## src/sv/assert_macros.svh

```systemverilog
// Assertion macros used by the top-level RTL file
`ifndef ASSERT_MACROS_SVH
`define ASSERT_MACROS_SVH
`ifndef SYNTH
`define ASSERT_IMPL(label, clk, rst, prop) \
   label: assert property (@(posedge clk) disable iff (rst) prop) else $error("assertion failed");
`define ASSERT_NEVER(label, clk, rst, cond) \
   label: assert property (@(posedge clk) disable iff (rst) !(cond)) else $error("never");
`else
`define ASSERT_IMPL(label, clk, rst, prop)
`define ASSERT_NEVER(label, clk, rst, cond)
`endif
`endif

```

## src/sv/fbcm_pkg.sv

```systemverilog
// Package: sizes, codes and chain table reset values
`default_nettype none
package fbcm_pkg;
   localparam int NUM_BLOCKS = 256;
   localparam int ROOT_ENTRIES = 16;
   localparam int FIRST_DATA_BLOCK = 4;
   localparam int EFF_BLOCKS = (NUM_BLOCKS < 256) ? NUM_BLOCKS : 256;
   localparam int ENTRY_BITS = (ROOT_ENTRIES > 1) ? $clog2(ROOT_ENTRIES) : 1;
   localparam int NAME_W = 40;

   typedef logic [7:0] block_type;
   typedef logic [2:0] status_type;
   typedef logic [2:0] req_code_type;

   localparam req_code_type REQ_CREATE = 3'd0;
   localparam req_code_type REQ_REMOVE = 3'd1;
   localparam req_code_type REQ_FIRST  = 3'd2;
   localparam req_code_type REQ_APPEND = 3'd3;
   localparam req_code_type REQ_DELETE = 3'd4;
   localparam req_code_type REQ_NEXT   = 3'd5;

   localparam status_type ST_OK          = 3'd0;
   localparam status_type ST_EXISTS      = 3'd1;
   localparam status_type ST_DIR_FULL    = 3'd2;
   localparam status_type ST_NO_FILE     = 3'd3;
   localparam status_type ST_NOT_EMPTY   = 3'd4;
   localparam status_type ST_DISK_FULL   = 3'd5;
   localparam status_type ST_NOT_IN_FILE = 3'd6;

   localparam block_type FREE_HEAD_RESET =
      (FIRST_DATA_BLOCK < EFF_BLOCKS) ? block_type'(FIRST_DATA_BLOCK) : 8'd0;

   function automatic block_type reset_link(input logic [8:0] blk);
      if (int'(blk) >= FIRST_DATA_BLOCK && int'(blk) + 1 < EFF_BLOCKS)
         reset_link = block_type'(blk + 9'd1);
      else
         reset_link = 8'd0;
   endfunction

   function automatic logic in_range(input block_type blk);
      in_range = (int'(blk) < EFF_BLOCKS);
   endfunction
endpackage
`default_nettype wire

```

## src/sv/fat_block_chain_manager.sv

```systemverilog
// Top level: sequencer over the directory and the chain table
// Each known request scans the directory, then walks the chain table for append, delete and next;
// unknown request codes are answered from idle; a delete ends with a write that frees the block.
// One transaction at a time; busy drops no later than the cycle after the result strobe.
// After reset a fill sweep loads every chain table entry; busy stays high meanwhile.
`default_nettype none
`include "assert_macros.svh"
module fat_block_chain_manager (
   input  wire logic clock,
   input  wire logic reset,
   input  wire logic start,
   output logic busy,
   input  wire fbcm_pkg::req_code_type req_type,
   input  wire logic [fbcm_pkg::NAME_W-1:0] req_file_name,
   input  wire fbcm_pkg::block_type req_block_number,
   output logic rsp_valid,
   output fbcm_pkg::status_type rsp_status,
   output fbcm_pkg::block_type rsp_block_out
);
   import fbcm_pkg::*;

   localparam logic [2:0] S_IDLE = 3'd0;
   localparam logic [2:0] S_SCAN = 3'd1;
   localparam logic [2:0] S_OP   = 3'd2;
   localparam logic [2:0] S_RD   = 3'd3;
   localparam logic [2:0] S_WAIT = 3'd4;
   localparam logic [2:0] S_STEP = 3'd5;
   localparam logic [2:0] S_FIN  = 3'd6;
   localparam logic [2:0] S_FIN2 = 3'd7;

   logic [2:0] state_ff, state_in;
   block_type head_in;
   logic out_in;
   req_code_type req_ff;
   logic [NAME_W-1:0] name_ff;
   block_type bn_ff, cur_ff, prev_ff, head_ff, alloc_ff;
   logic [ENTRY_BITS:0] idx_ff;
   logic [ENTRY_BITS-1:0] hit_ff, free_ff;
   logic hit_found_ff, free_found_ff;
   logic [8:0] steps_ff;
   status_type st_ff;
   block_type bo_ff;
   logic out_ff;

   logic init_done;
   logic [ENTRY_BITS-1:0] d_rd_idx;
   logic d_valid;
   logic [NAME_W-1:0] d_name;
   block_type d_first;
   logic d_wr, d_wr_valid, d_wr_name;
   block_type d_wr_first;
   block_type t_rd_addr, t_rd_data, t_wr_addr, t_wr_data;
   logic t_wr;

   fbcm_dir u_dir (
      .clock(clock), .reset(reset), .rd_idx(d_rd_idx), .rd_valid(d_valid),
      .rd_name(d_name), .rd_first(d_first), .wr_en(d_wr), .wr_idx(hit_ff),
      .wr_valid(d_wr_valid), .wr_name_en(d_wr_name), .wr_name(name_ff),
      .wr_first(d_wr_first)
   );

   fbcm_table u_table (
      .clock(clock), .reset(reset), .init_done(init_done), .rd_addr(t_rd_addr),
      .rd_data(t_rd_data), .wr_en(t_wr), .wr_addr(t_wr_addr), .wr_data(t_wr_data)
   );

   assign busy = (state_ff != S_IDLE) || !init_done;
   assign rsp_valid = out_ff;
   assign rsp_status = st_ff;
   assign rsp_block_out = bo_ff;
   assign d_rd_idx = (state_ff == S_SCAN) ? idx_ff[ENTRY_BITS-1:0] : hit_ff;

   always_comb begin
      state_in = state_ff;
      head_in = head_ff;
      out_in = 1'b0;
      d_wr = 1'b0;
      d_wr_valid = d_valid;
      d_wr_name = 1'b0;
      d_wr_first = d_first;
      t_rd_addr = cur_ff;
      t_wr = 1'b0;
      t_wr_addr = cur_ff;
      t_wr_data = 8'd0;
      case (state_ff)
         S_IDLE: if (start && init_done) begin
            if (req_type > REQ_NEXT) out_in = 1'b1;
            else state_in = S_SCAN;
         end
         S_SCAN: if (int'(idx_ff) == ROOT_ENTRIES - 1 ||
                     (d_valid && d_name == name_ff)) state_in = S_OP;
         S_OP: begin
            state_in = S_FIN;
            if (req_ff == REQ_CREATE) begin
               if (!hit_found_ff && free_found_ff) begin
                  d_wr = 1'b1;
                  d_wr_valid = 1'b1;
                  d_wr_name = 1'b1;
                  d_wr_first = 8'd0;
               end
            end else if (!hit_found_ff) begin
               state_in = S_FIN;
            end else if (req_ff == REQ_REMOVE) begin
               if (d_first == 8'd0) begin
                  d_wr = 1'b1;
                  d_wr_valid = 1'b0;
               end
            end else if (req_ff == REQ_APPEND) begin
               if (head_ff != 8'd0 && in_range(head_ff)) begin
                  t_rd_addr = head_ff;
                  state_in = S_RD;
               end
            end else if (req_ff == REQ_DELETE || req_ff == REQ_NEXT) begin
               if (bn_ff != 8'd0 && in_range(bn_ff) && d_first != 8'd0 &&
                   in_range(d_first)) begin
                  t_rd_addr = d_first;
                  state_in = S_WAIT;
               end
            end
         end
         S_RD: begin
            head_in = t_rd_data;
            t_wr = 1'b1;
            t_wr_addr = alloc_ff;
            t_wr_data = 8'd0;
            if (d_first == 8'd0) begin
               d_wr = 1'b1;
               d_wr_first = alloc_ff;
               state_in = S_FIN;
            end else begin
               t_rd_addr = d_first;
               state_in = S_STEP;
            end
         end
         S_WAIT: begin
            if (cur_ff == bn_ff) begin
               state_in = S_FIN;
               if (req_ff == REQ_DELETE) begin
                  if (prev_ff == 8'd0) begin
                     d_wr = 1'b1;
                     d_wr_first = t_rd_data;
                  end else begin
                     t_wr = 1'b1;
                     t_wr_addr = prev_ff;
                     t_wr_data = t_rd_data;
                  end
                  state_in = S_FIN2;
               end
            end else if (t_rd_data == 8'd0 || !in_range(t_rd_data) ||
                         int'(steps_ff) + 1 >= EFF_BLOCKS) begin
               state_in = S_FIN;
            end else begin
               t_rd_addr = t_rd_data;
               state_in = S_STEP;
            end
         end
         S_STEP: begin
            if (req_ff == REQ_APPEND) begin
               if (t_rd_data == 8'd0 || !in_range(t_rd_data) ||
                   int'(steps_ff) >= EFF_BLOCKS) begin
                  t_wr = 1'b1;
                  t_wr_addr = cur_ff;
                  t_wr_data = alloc_ff;
                  state_in = S_FIN;
               end else begin
                  t_rd_addr = t_rd_data;
               end
            end else begin
               state_in = S_WAIT;
            end
         end
         S_FIN2: begin
            t_wr = 1'b1;
            t_wr_addr = cur_ff;
            t_wr_data = head_ff;
            head_in = cur_ff;
            out_in = 1'b1;
            state_in = S_IDLE;
         end
         S_FIN: state_in = S_IDLE;
         default: state_in = S_IDLE;
      endcase
      if (state_in == S_FIN && state_ff != S_FIN) out_in = 1'b1;
   end

   always_ff @(posedge clock) begin
      if (reset) begin
         state_ff <= S_IDLE;
         head_ff <= FREE_HEAD_RESET;
         out_ff <= 1'b0;
      end else begin
         state_ff <= state_in;
         head_ff <= head_in;
         out_ff <= out_in;
      end
   end

   always_ff @(posedge clock) begin
      case (state_ff)
         S_IDLE: begin
            req_ff <= req_type;
            name_ff <= req_file_name;
            bn_ff <= req_block_number;
            idx_ff <= '0;
            hit_found_ff <= 1'b0;
            free_found_ff <= 1'b0;
            hit_ff <= '0;
            free_ff <= '0;
            st_ff <= ST_OK;
            bo_ff <= 8'd0;
         end
         S_SCAN: begin
            idx_ff <= idx_ff + 1'b1;
            if (d_valid && d_name == name_ff) begin
               hit_found_ff <= 1'b1;
               hit_ff <= idx_ff[ENTRY_BITS-1:0];
            end else if (!d_valid && !free_found_ff) begin
               free_found_ff <= 1'b1;
               free_ff <= idx_ff[ENTRY_BITS-1:0];
            end
            if (state_in == S_OP && req_ff == REQ_CREATE &&
                !(d_valid && d_name == name_ff)) begin
               if (!d_valid && !free_found_ff) hit_ff <= idx_ff[ENTRY_BITS-1:0];
               else hit_ff <= free_ff;
            end
         end
         S_OP: begin
            prev_ff <= 8'd0;
            steps_ff <= 9'd0;
            alloc_ff <= head_ff;
            cur_ff <= d_first;
            if (req_ff == REQ_CREATE) begin
               st_ff <= hit_found_ff ? ST_EXISTS :
                        (free_found_ff ? ST_OK : ST_DIR_FULL);
            end else if (!hit_found_ff) begin
               st_ff <= ST_NO_FILE;
            end else if (req_ff == REQ_REMOVE) begin
               st_ff <= (d_first != 8'd0) ? ST_NOT_EMPTY : ST_OK;
            end else if (req_ff == REQ_FIRST) begin
               bo_ff <= d_first;
            end else if (req_ff == REQ_APPEND) begin
               if (head_ff == 8'd0 || !in_range(head_ff)) st_ff <= ST_DISK_FULL;
               else bo_ff <= head_ff;
            end else begin
               st_ff <= ST_NOT_IN_FILE;
            end
         end
         S_WAIT: begin
            if (cur_ff == bn_ff) begin
               st_ff <= ST_OK;
               if (req_ff == REQ_NEXT) bo_ff <= t_rd_data;
            end else begin
               prev_ff <= cur_ff;
               cur_ff <= t_rd_data;
               steps_ff <= steps_ff + 9'd1;
            end
         end
         S_STEP: if (req_ff == REQ_APPEND && state_in != S_FIN) begin
            cur_ff <= t_rd_data;
            steps_ff <= steps_ff + 9'd1;
         end
         default: st_ff <= st_ff;
      endcase
   end

   `ASSERT_NEVER(a_no_start_when_uninit, clock, reset, out_ff && !init_done)
   `ASSERT_IMPL(a_rsp_one_cycle, clock, reset, (out_ff && state_ff != S_IDLE) |=> !out_ff)
   `ASSERT_IMPL(a_rsp_then_idle, clock, reset, out_ff |-> state_ff == S_IDLE || state_ff == S_FIN)
   `ASSERT_NEVER(a_table_write_during_idle, clock, reset, t_wr && state_ff == S_IDLE)
endmodule
`default_nettype wire

```

## src/sv/fbcm_dir.sv

```systemverilog
// Root directory: entry registers, one entry compared per cycle by the sequencer
`default_nettype none
module fbcm_dir (
   input  wire logic clock,
   input  wire logic reset,
   input  wire logic [fbcm_pkg::ENTRY_BITS-1:0] rd_idx,
   output logic rd_valid,
   output logic [fbcm_pkg::NAME_W-1:0] rd_name,
   output fbcm_pkg::block_type rd_first,
   input  wire logic wr_en,
   input  wire logic [fbcm_pkg::ENTRY_BITS-1:0] wr_idx,
   input  wire logic wr_valid,
   input  wire logic wr_name_en,
   input  wire logic [fbcm_pkg::NAME_W-1:0] wr_name,
   input  wire fbcm_pkg::block_type wr_first
);
   import fbcm_pkg::*;
   logic [ROOT_ENTRIES-1:0] valid_ff;
   logic [NAME_W-1:0] name_ff [ROOT_ENTRIES];
   block_type first_ff [ROOT_ENTRIES];

   assign rd_valid = valid_ff[rd_idx];
   assign rd_name = name_ff[rd_idx];
   assign rd_first = first_ff[rd_idx];

   always_ff @(posedge clock) begin
      if (reset) begin
         valid_ff <= '0;
         for (int i = 0; i < ROOT_ENTRIES; i++) first_ff[i] <= 8'd0;
      end else if (wr_en) begin
         valid_ff[wr_idx] <= wr_valid;
         first_ff[wr_idx] <= wr_first;
      end
   end

   always_ff @(posedge clock) begin
      if (wr_en && wr_name_en) name_ff[wr_idx] <= wr_name;
   end
endmodule
`default_nettype wire

```

## src/sv/fbcm_table.sv

```systemverilog
// Chain table memory with registered read and a reset fill sweep
`default_nettype none
module fbcm_table (
   input  wire logic clock,
   input  wire logic reset,
   output logic init_done,
   input  wire fbcm_pkg::block_type rd_addr,
   output fbcm_pkg::block_type rd_data,
   input  wire logic wr_en,
   input  wire fbcm_pkg::block_type wr_addr,
   input  wire fbcm_pkg::block_type wr_data
);
   import fbcm_pkg::*;
   block_type mem [EFF_BLOCKS];
   logic [8:0] sweep_ff;
   logic done_ff;
   logic [8:0] sweep_in;

   assign init_done = done_ff;
   assign sweep_in = sweep_ff + 9'd1;

   always_ff @(posedge clock) begin
      if (reset) begin
         sweep_ff <= 9'd0;
         done_ff <= 1'b0;
      end else if (!done_ff) begin
         sweep_ff <= sweep_in;
         if (int'(sweep_in) == EFF_BLOCKS) done_ff <= 1'b1;
      end
   end

   always_ff @(posedge clock) begin
      if (!done_ff) mem[sweep_ff[7:0]] <= reset_link(sweep_ff);
      else if (wr_en) mem[wr_addr] <= wr_data;
      rd_data <= mem[rd_addr];
   end
endmodule
`default_nettype wire
```

## config.mk

```make
export PLATFORM = sky130hd
export DESIGN_NAME = fat_block_chain_manager
export DESIGN_NICKNAME = d
export VERILOG_FILES = /design/src/sv/fbcm_pkg.sv /design/src/sv/fat_block_chain_manager.sv /design/src/sv/fbcm_dir.sv /design/src/sv/fbcm_table.sv
export VERILOG_INCLUDE_DIRS = /design/src /design/src/sv
export SDC_FILE = /design/constraint.sdc
export NUM_CORES = 2
export LEC_CHECK = 0
export ABC_AREA = 1
export BUFFER_PORTS_ARGS = -buffer_cell sky130_fd_sc_hd__buf_2
export CAP_MARGIN = 20
export CELL_PAD_IN_SITES_DETAIL_PLACEMENT = 1
export CELL_PAD_IN_SITES_GLOBAL_PLACEMENT = 2
export CORE_MARGIN = 5
export CORE_UTILIZATION = 43
export CTS_CLUSTER_DIAMETER = 100
export DETAILED_ROUTE_END_ITERATION = 10
export PLACE_DENSITY = 0.84
export SLEW_MARGIN = 0
export SYNTH_ARGS = -nofsm -noshare
export SYNTH_HDL_FRONTEND = slang
export SYNTH_SLANG_ARGS = --single-unit
```

## constraint.sdc

```tcl
create_clock -name clock -period 6.5 [get_ports clock]
set_input_delay 0.65 -clock clock [delete_from_list [all_inputs] [get_ports clock]]
set_output_delay 0.65 -clock clock [all_outputs]
set_load 0.02 [all_outputs]
```

==> Yosys cells after proc, flatten, opt, wreduce, memory -nomap -nowiden <==
Memories as Yosys holds them, arrays and structs flattened. A register that Yosys moved wholly into a read port is not among the register bits.
Index checks and enable logic that the tools add are counted.
W data, S select, Z words.
{ "totals": {"regBits": 148, "ramBits": 2816, "out_inout_bits": 13, "memories": 3} }
{ "mem_list": {"columns": ["name", "words", "word_bits", "read_ports", "rd_clocked_by_memory_dff", "wr", "line", "source"], "rows": [
  ["u_table.mem", 256, 8, 1, 1, 1, "fbcm_table.sv:14", "block_type mem [EFF_BLOCKS];"],
  ["u_dir.name_ff", 16, 40, 1, 0, 1, "fbcm_dir.sv:19", "logic [NAME_W-1:0] name_ff [ROOT_ENTRIES];"],
  ["u_dir.first_ff", 16, 8, 1, 0, 16, "fbcm_dir.sv:20", "block_type first_ff [ROOT_ENTRIES];"]
]} }
{ "op_classes": {"n_addsub": 5, "magnitude_cmp": 8, "n_eq_ne": 35, "mux": 142, "n_reduce_logical": 49} }
{ "op_table": {"columns": ["cell", "count"], "rows": [
  ["$mux W8", 42],
  ["$pmux W8 S3", 4],
  ["$mux W3", 19],
  ["$pmux W8 S2", 3],
  ["$mux W1", 45],
  ["$eq A40 B40 Y1", 1],
  ["$logic_not A8 Y1", 4],
  ["$lt A32 B10 Y1 const B", 1],
  ["$pmux W8 S4", 1],
  ["$pmux W9 S3", 1],
  ["$mux W4", 6],
  ["$reduce_bool A8 Y1", 3],
  ["$eq A3 B3 Y1 const B", 7],
  ["$pmux W3 S7", 1],
  ["$add A9 B1 Y10 const B", 2],
  ["$add A9 B1 Y9 const B", 2],
  ["$mux W9", 2],
  ["$bwmux W16", 1],
  ["$ne A2 B2 Y1 const B", 8],
  ["$pmux W4 S2", 2],
  ["$reduce_or A8 Y1", 2],
  ["$eq A3 B2 Y1 const B", 5],
  ["$logic_and A1 B1 Y1", 12],
  ["$mux W2", 6],
  ["32 further kinds", 59]
]} }

==> Depth between registers and ports, before layout <==
An unclocked memory read counts as a cell.
{ "depth": {"ltp_word": 17, "depth_mapped": 36, "ltp_nobuf": 33} }

==> Modules after synthesis <==
From an unflattened synthesis, not the netlist that was laid out.
{ "unflattened": {"hier_cells": 11510, "area_unflattened_um2": 126129.7} }
{ "modules_own_cells": {"columns": ["mod", "instances", "cells_per_inst", "area_per_inst_um2", "seq_area_each_um2"], "rows": [
  ["fbcm_table", 1, 7127, 84063.1, 61859.3],
  ["fbcm_dir", 1, 3427, 34675.8, 23382.4],
  ["fat_block_chain_manager", 1, 956, 7390.8, 3543.4]
]} }

==> Least setup slack after synthesis <==
Ideal clock, no wire load.
{ "synth_path": {"path_kind": "register -> register", "startpoint": "reg state_ff[2]", "endpoint": "mem u_table.mem[0][4] (netlist name) (data pin)", "setup_ps": 823, "arrival_time_ps": 5124, "required_ps": 5677, "slack_ps": 553, "stages_incl_launch_ff": 12, "n_path_buf": 1, "period_less_slack_ps": 5947, "path_cell_list": "dfxtp_1 > inv_1 > nor2_1 > inv_1 > nor2_1 > clkinv_1 > clkbuf_1 > nor2_1 > inv_1 > o221ai_1 > nand2_1 > nand2_1"} }
{ "synth_via": {"elab_chain_cells": 8, "elab_cells_between_ends": 12} }
{ "synth_lines": {"columns": ["item", "line", "source"], "rows": [
  ["start, declared", "fat_block_chain_manager.sv:31", "logic [2:0] state_ff, state_in;"],
  ["start signal, assigned", "fat_block_chain_manager.sv:192", "state_ff <= state_in;"],
  ["$eq A3 B2 Y1 / $eq A3 B3 Y1 (equally long branches)", "fat_block_chain_manager.sv:85", "case (state_ff)"],
  ["$reduce_or A2 Y1 (no line)", null, null],
  ["$pmux W1 S3", "fat_block_chain_manager.sv:85", null],
  ["$mux W1", "fbcm_table.sv:34", "else if (wr_en) mem[wr_addr] <= wr_data;"],
  ["$mux W1", "fbcm_table.sv:33", "if (!done_ff) mem[sweep_ff[7:0]] <= reset_link(sweep_ff);"],
  ["$mux W1 (not written as such)", "fbcm_table.sv:34", null],
  ["$reduce_or A8 Y1 (no line)", null, null],
  ["$mux W8 (no line) (*)", null, null],
  ["end, declared", "fbcm_table.sv:14", null]
]} }
Mark *: on every way between the ends. The rest lies on a longest branch, timed or not.

==> Worst setup path in the final report <==
{ "layout_path": {"startpoint": "reg cur_ff[7]", "endpoint": "mem u_table.mem[116][0] (netlist name) (enable)"} }
{ "layout_via": {"elab_chain_cells": 8, "elab_cells_between_ends": 13} }
{ "layout_lines": {"columns": ["item", "line", "source"], "rows": [
  ["start, declared", "fat_block_chain_manager.sv:36", "block_type bn_ff, cur_ff, prev_ff, head_ff, alloc_ff;"],
  ["start signal, assigned", "fat_block_chain_manager.sv:231", "cur_ff <= d_first;"],
  ["start signal, assigned", "fat_block_chain_manager.sv:254", "cur_ff <= t_rd_data;"],
  ["start signal, assigned", "fat_block_chain_manager.sv:259", "cur_ff <= t_rd_data;"],
  ["$eq A8 B8 Y1", "fat_block_chain_manager.sv:136", "if (cur_ff == bn_ff) begin"],
  ["$mux W1", "fat_block_chain_manager.sv:136", null],
  ["$pmux W1 S3", "fat_block_chain_manager.sv:85", null],
  ["$mux W1", "fbcm_table.sv:34", null],
  ["$mux W1", "fbcm_table.sv:33", null],
  ["$mux W1 (not written as such)", "fbcm_table.sv:34", null],
  ["$reduce_or A8 Y1 (no line)", null, null],
  ["$mux W8 (no line) / $mux W1 (equally long branches)", null, null]
]} }
Parallel ways exist; a longest one is shown, timed or not.

==> parameters.txt <==
Parameter                              Value

Floorplanning
  Area of the core ... 0.300 mm2
  Die Wd ... 559 um
  I/O pin count ... 67
  Die Y ... 559 um
  Starting utilization of the core area ... 43.2%
  Die Outline Area ... 0.312 mm2
  Placement row count ... 201

Global route
  Residual overflow from global routing ... 0
  Overall fraction of global-route tracks in use ... 26.9%
  Pin count of the biggest net entering global routing ... 176
  Wire length of the first global-routing pass ... 633000 um
  Number of antenna violations at the first check in global routing ... 14
  Number of global-route vias before repair ... 95186

Critical path
  Maximum fanout count along the critical path ... 18
  Required @ worst endpoint ... 7.02 ns
  Crit Reg-Reg Endpoint ... u_table.mem[116][0]
  Critical path data arrival time ... 6.96 ns
  Worst setup path endpoint ... u_table.mem[116][0]
  Nature of the critical path endpoint ... flip-flop
  Sort of element at the start of the critical path ... flip-flop
  Launch instance of the worst register-to-register path ... cur_ff[7]
  Critical path startpoint ... cur_ff[7]
  Worst Setup Path Type ... flip-flop to flip-flop
  Reg-to-reg setup timing slack ... 0.06 ns
  Worst R2R Path Depth ... 18

Placement
  Count of input and output buffers ... 66
  Dpl hpwl ... 255000 um
  Placed standard-cell area ... 0.135 mm2
  Final weighted congestion of routability-driven global placement ... 0.909

Timing
  Tightest Pin Transition ... 1.02 ns
  Setup Viol. Count Final ... 0
  Setup repair after global routing missed its margin ... true
  Setup Skew ... 0.0798 ns
  Sum Neg Setup Slack ... 0 ns
  Worst rel slew slack ... 32.2%
  Max Fclk ... 155 MHz
  Final critical-path required period ... 6.44 ns
  Pins over their slew limit ... 0
  Worst Hold Margin ... 0.107 ns
  Final Hold Viols ... 0
  Final Cycle Share ... 99.1%

Pwr
  Leak ... 54.6 nW
  IR Drop Worst-Case VDD ... 0.000232 V
  Power consumption ... 39.4 mW
  Total power divided by cell area ... 270 mW/mm2

Synth
  Number of nets produced by synthesis ... 11860
  Yosys top cell area share ... 67.9%
  Syn Area/Cell ... 11.0 um2
  Top cells by area in the synthesized netlist ... sky130_fd_sc_hd__edfxtp_1 68%, sky130_fd_sc_hd__nand3_1 9.3%, sky130_fd_sc_hd__nand2_1 7.8%, sky130_fd_sc_hd__nand3b_1 3.6%, sky130_fd_sc_hd__inv_1 3.5%
  Synthesis Warnings ... 0
  Synth unique cells ... 49
  Cell area after synthesis ... 0.129 mm2
  Cell type with the largest total area after synthesis ... sky130_fd_sc_hd__edfxtp_1
  Post-Syn Instances ... 11800
  Number of synthesized flops with an enable pin ... 2926
  Most frequently used flop master after synthesis ... sky130_fd_sc_hd__edfxtp_1
  Top-count cell post-synth ... sky130_fd_sc_hd__edfxtp_1
  Cell types with the highest counts after synthesis ... 2926 x sky130_fd_sc_hd__edfxtp_1, 2700 x sky130_fd_sc_hd__nand2_1, 2417 x sky130_fd_sc_hd__nand3_1
  Number of flip-flops and latches in the synthesized netlist ... 2972
  Share of synthesized flip-flops with an asynchronous set or reset ... 0%
  Sequential-to-total area share from yosys stat ... 68.6%

Detailed routing
  First-pass detailed-route iteration total ... 6
  Iteration-0 DRC Markers ... 9750
  DR vias ... 92755
  Post-route ant nets ... 0
  Average via count per standard cell ... 5.79
  DR DRC count ... 0
  DR WL/cell ... 26.8 um
  Wire length after detailed routing ... 429000 um

Clock tree
  Max Buffers Root-to-Sink ... 4
  TritonCTS clock tree ... yes
  Post-CTS Setup Bufs ... 0
  Clk root buf ... sky130_fd_sc_hd__clkbuf_16
  Clock slew at reported path FFs ... 0.06 ns
  Number of clock sinks ... 2972
  H-tree depth reported by CTS ... 5
  Clock buffer count from CTS ... 326
  Clock Latency Late Sink ... 0.95 ns

Status
  Result of the run ... complete, no violations

Finish
  Layout net count ... 11863
  Share of final-layout standard cells stronger than drive strength 1 ... 7.67%
  Area grow syn2layout ... 12.7%
  Final core utilization ... 48.7%
  Design Area, Final ... 0.146 mm2

Hold path
  Type of the tightest min-delay check ... input port to flip-flop
  Startpoint of the tightest hold check path ... req_file_name[19]

Flow run
  Number of max-cap violations ... 0
## how the worst min path moves through the flow
| stage | slack (ns) | end | cells after the start |
|---|---|---|---|
| 6_report | 0.11 | name_ff[19] | 1 |
| 3_3_place_gp | 0.46 | u_dir.valid_ff[10] | 2 |
| 3_5_place_dp | 0.47 | alloc_ff[4] | 0 |
| 4_1_cts | 0.04 | name_ff[19] | 1 |
| 5_1_grt | 0.06 | name_ff[19] | 1 |
| 2_1_floorplan | 0.43 | alloc_ff[3] | 0 |
## repair_timing
| item | in CTS | in global routing |
|---|---|---|
| hold endpoints to repair | 50 | 0 |
| setup endpoints to repair | 0 | 141 |
| gates resized for setup | 0 | 11 |
| hold buffers | 50 | 0 |
## flip-flops by register name, indices dropped and copies added (netlist names)
signal             flops
u_table.mem         2048
u_dir.name_ff        640
u_dir.first_ff       128
name_ff               40
u_dir.valid_ff        16
steps_ff               9
u_table.sweep_ff       9
alloc_ff               8
bn_ff                  8
cur_ff                 8
head_ff                8
prev_ff                8
rsp_block_out          8
u_table.rd_data        8
idx_ff                 5
free_ff                4
hit_ff                 4
req_ff                 3
rsp_status             3
state_ff               3
free_found_ff          1
hit_found_ff           1
rsp_valid              1
u_table.init_done      1
## placed cells by master (no fill, tap or decap), types with 67 or more instances in the layout
cell and instances:
sky130_fd_sc_hd__nand2_1 2673, sky130_fd_sc_hd__o21ai_0 103, sky130_fd_sc_hd__clkbuf_1 73, sky130_fd_sc_hd__nand3b_1 619
sky130_fd_sc_hd__inv_1 1199, sky130_fd_sc_hd__clkinv_1 90, sky130_fd_sc_hd__buf_12 72, sky130_fd_sc_hd__buf_4 225
sky130_fd_sc_hd__a21oi_1 70, sky130_fd_sc_hd__nor2_1 532, sky130_fd_sc_hd__o211ai_1 138, sky130_fd_sc_hd__edfxtp_1 2926
sky130_fd_sc_hd__clkbuf_16 331, sky130_fd_sc_hd__buf_2 67, sky130_fd_sc_hd__nand3_1 2416
## metal layers
layer | vias up | track usage [%] | part of all wire (%)
li1 | 40780 | - | -
met1 | 47748 | 36.9 | 42
met2 | 3430 | 44.1 | 48
met3 | 793 | 3.30 | 6.4
met4 | 4 | 9.78 | 3.8
met5 | - | 0 | 0.0061
## area by class of cell
class                           count  area (um2)
Antenna cell                        8        20.0
Timing Repair Buffer              419        4090
Clock buffer                      404        8550
Multi-Input combinational cell   6859       33200
Tap cell                         3958        4950
Clock inverter                    188        1660
Inverter                         1225        4640
Sequential cell                  2972       88800
Fill cell                       31728      154000
## logic make-up (layout without fill, tap and decap cells)
| kind of cell | after synthesis | after routing | share of synthesized area (%) |
|---|---|---|---|
| AND/OR/NAND/NOR | 6391 | 6393 | 22.8 |
| flip-flops | 2972 | 2972 | 68.6 |
| buffers and inverters | 1971 | 2236 | 6.14 |
| AO/OA/AOI/OAI | 428 | 428 | 2.18 |
| XOR/XNOR | 31 | 31 | 0.210 |
| adder cells (fa/ha/maj) | 6 | 6 | 0.0580 |
| multiplexers | 1 | 1 | 0.00773 |
| other | 0 | 8 | 0 |
## through the flow
stage	instances	setup WS (ns)
4_1_cts	16021	0.0896
3_3_place_gp	15377	0.179
5_1_grt	16028	-0.114
2_1_floorplan	11800	0.553
3_5_place_dp	15379	0.131
6_report	16033	0.0562
## critical path, stage by stage, from the launching register on
cell                       delay (ns)
sky130_fd_sc_hd__edfxtp_1        0.49
sky130_fd_sc_hd__inv_1           0.22
sky130_fd_sc_hd__or2_2           0.32
sky130_fd_sc_hd__nand4_1         0.20
sky130_fd_sc_hd__nor3_1          0.07
sky130_fd_sc_hd__and3_1          0.15
sky130_fd_sc_hd__inv_1           0.17
sky130_fd_sc_hd__nor2_1          0.06
sky130_fd_sc_hd__inv_1           0.13
sky130_fd_sc_hd__nor2_1          0.09
sky130_fd_sc_hd__nand2_1         0.11
sky130_fd_sc_hd__nand3_1         0.19
sky130_fd_sc_hd__nand2_1         0.44
sky130_fd_sc_hd__clkinv_1        0.59
sky130_fd_sc_hd__o21ai_0         0.86
sky130_fd_sc_hd__inv_1           0.19
sky130_fd_sc_hd__nor2_1          0.30
sky130_fd_sc_hd__nand2_1         0.62
sky130_fd_sc_hd__nor2_1          0.86
## power breakdown
group | internal, mW | total, mW | leakage [nW] | switching, mW
clock network | 10.2 | 18.0 | 4.97 | 7.78
logic | 0.105 | 0.456 | 23.7 | 0.351
registers | 20.9 | 21.0 | 26.0 | 0.0812
Power figures use the tool's default switching activity.
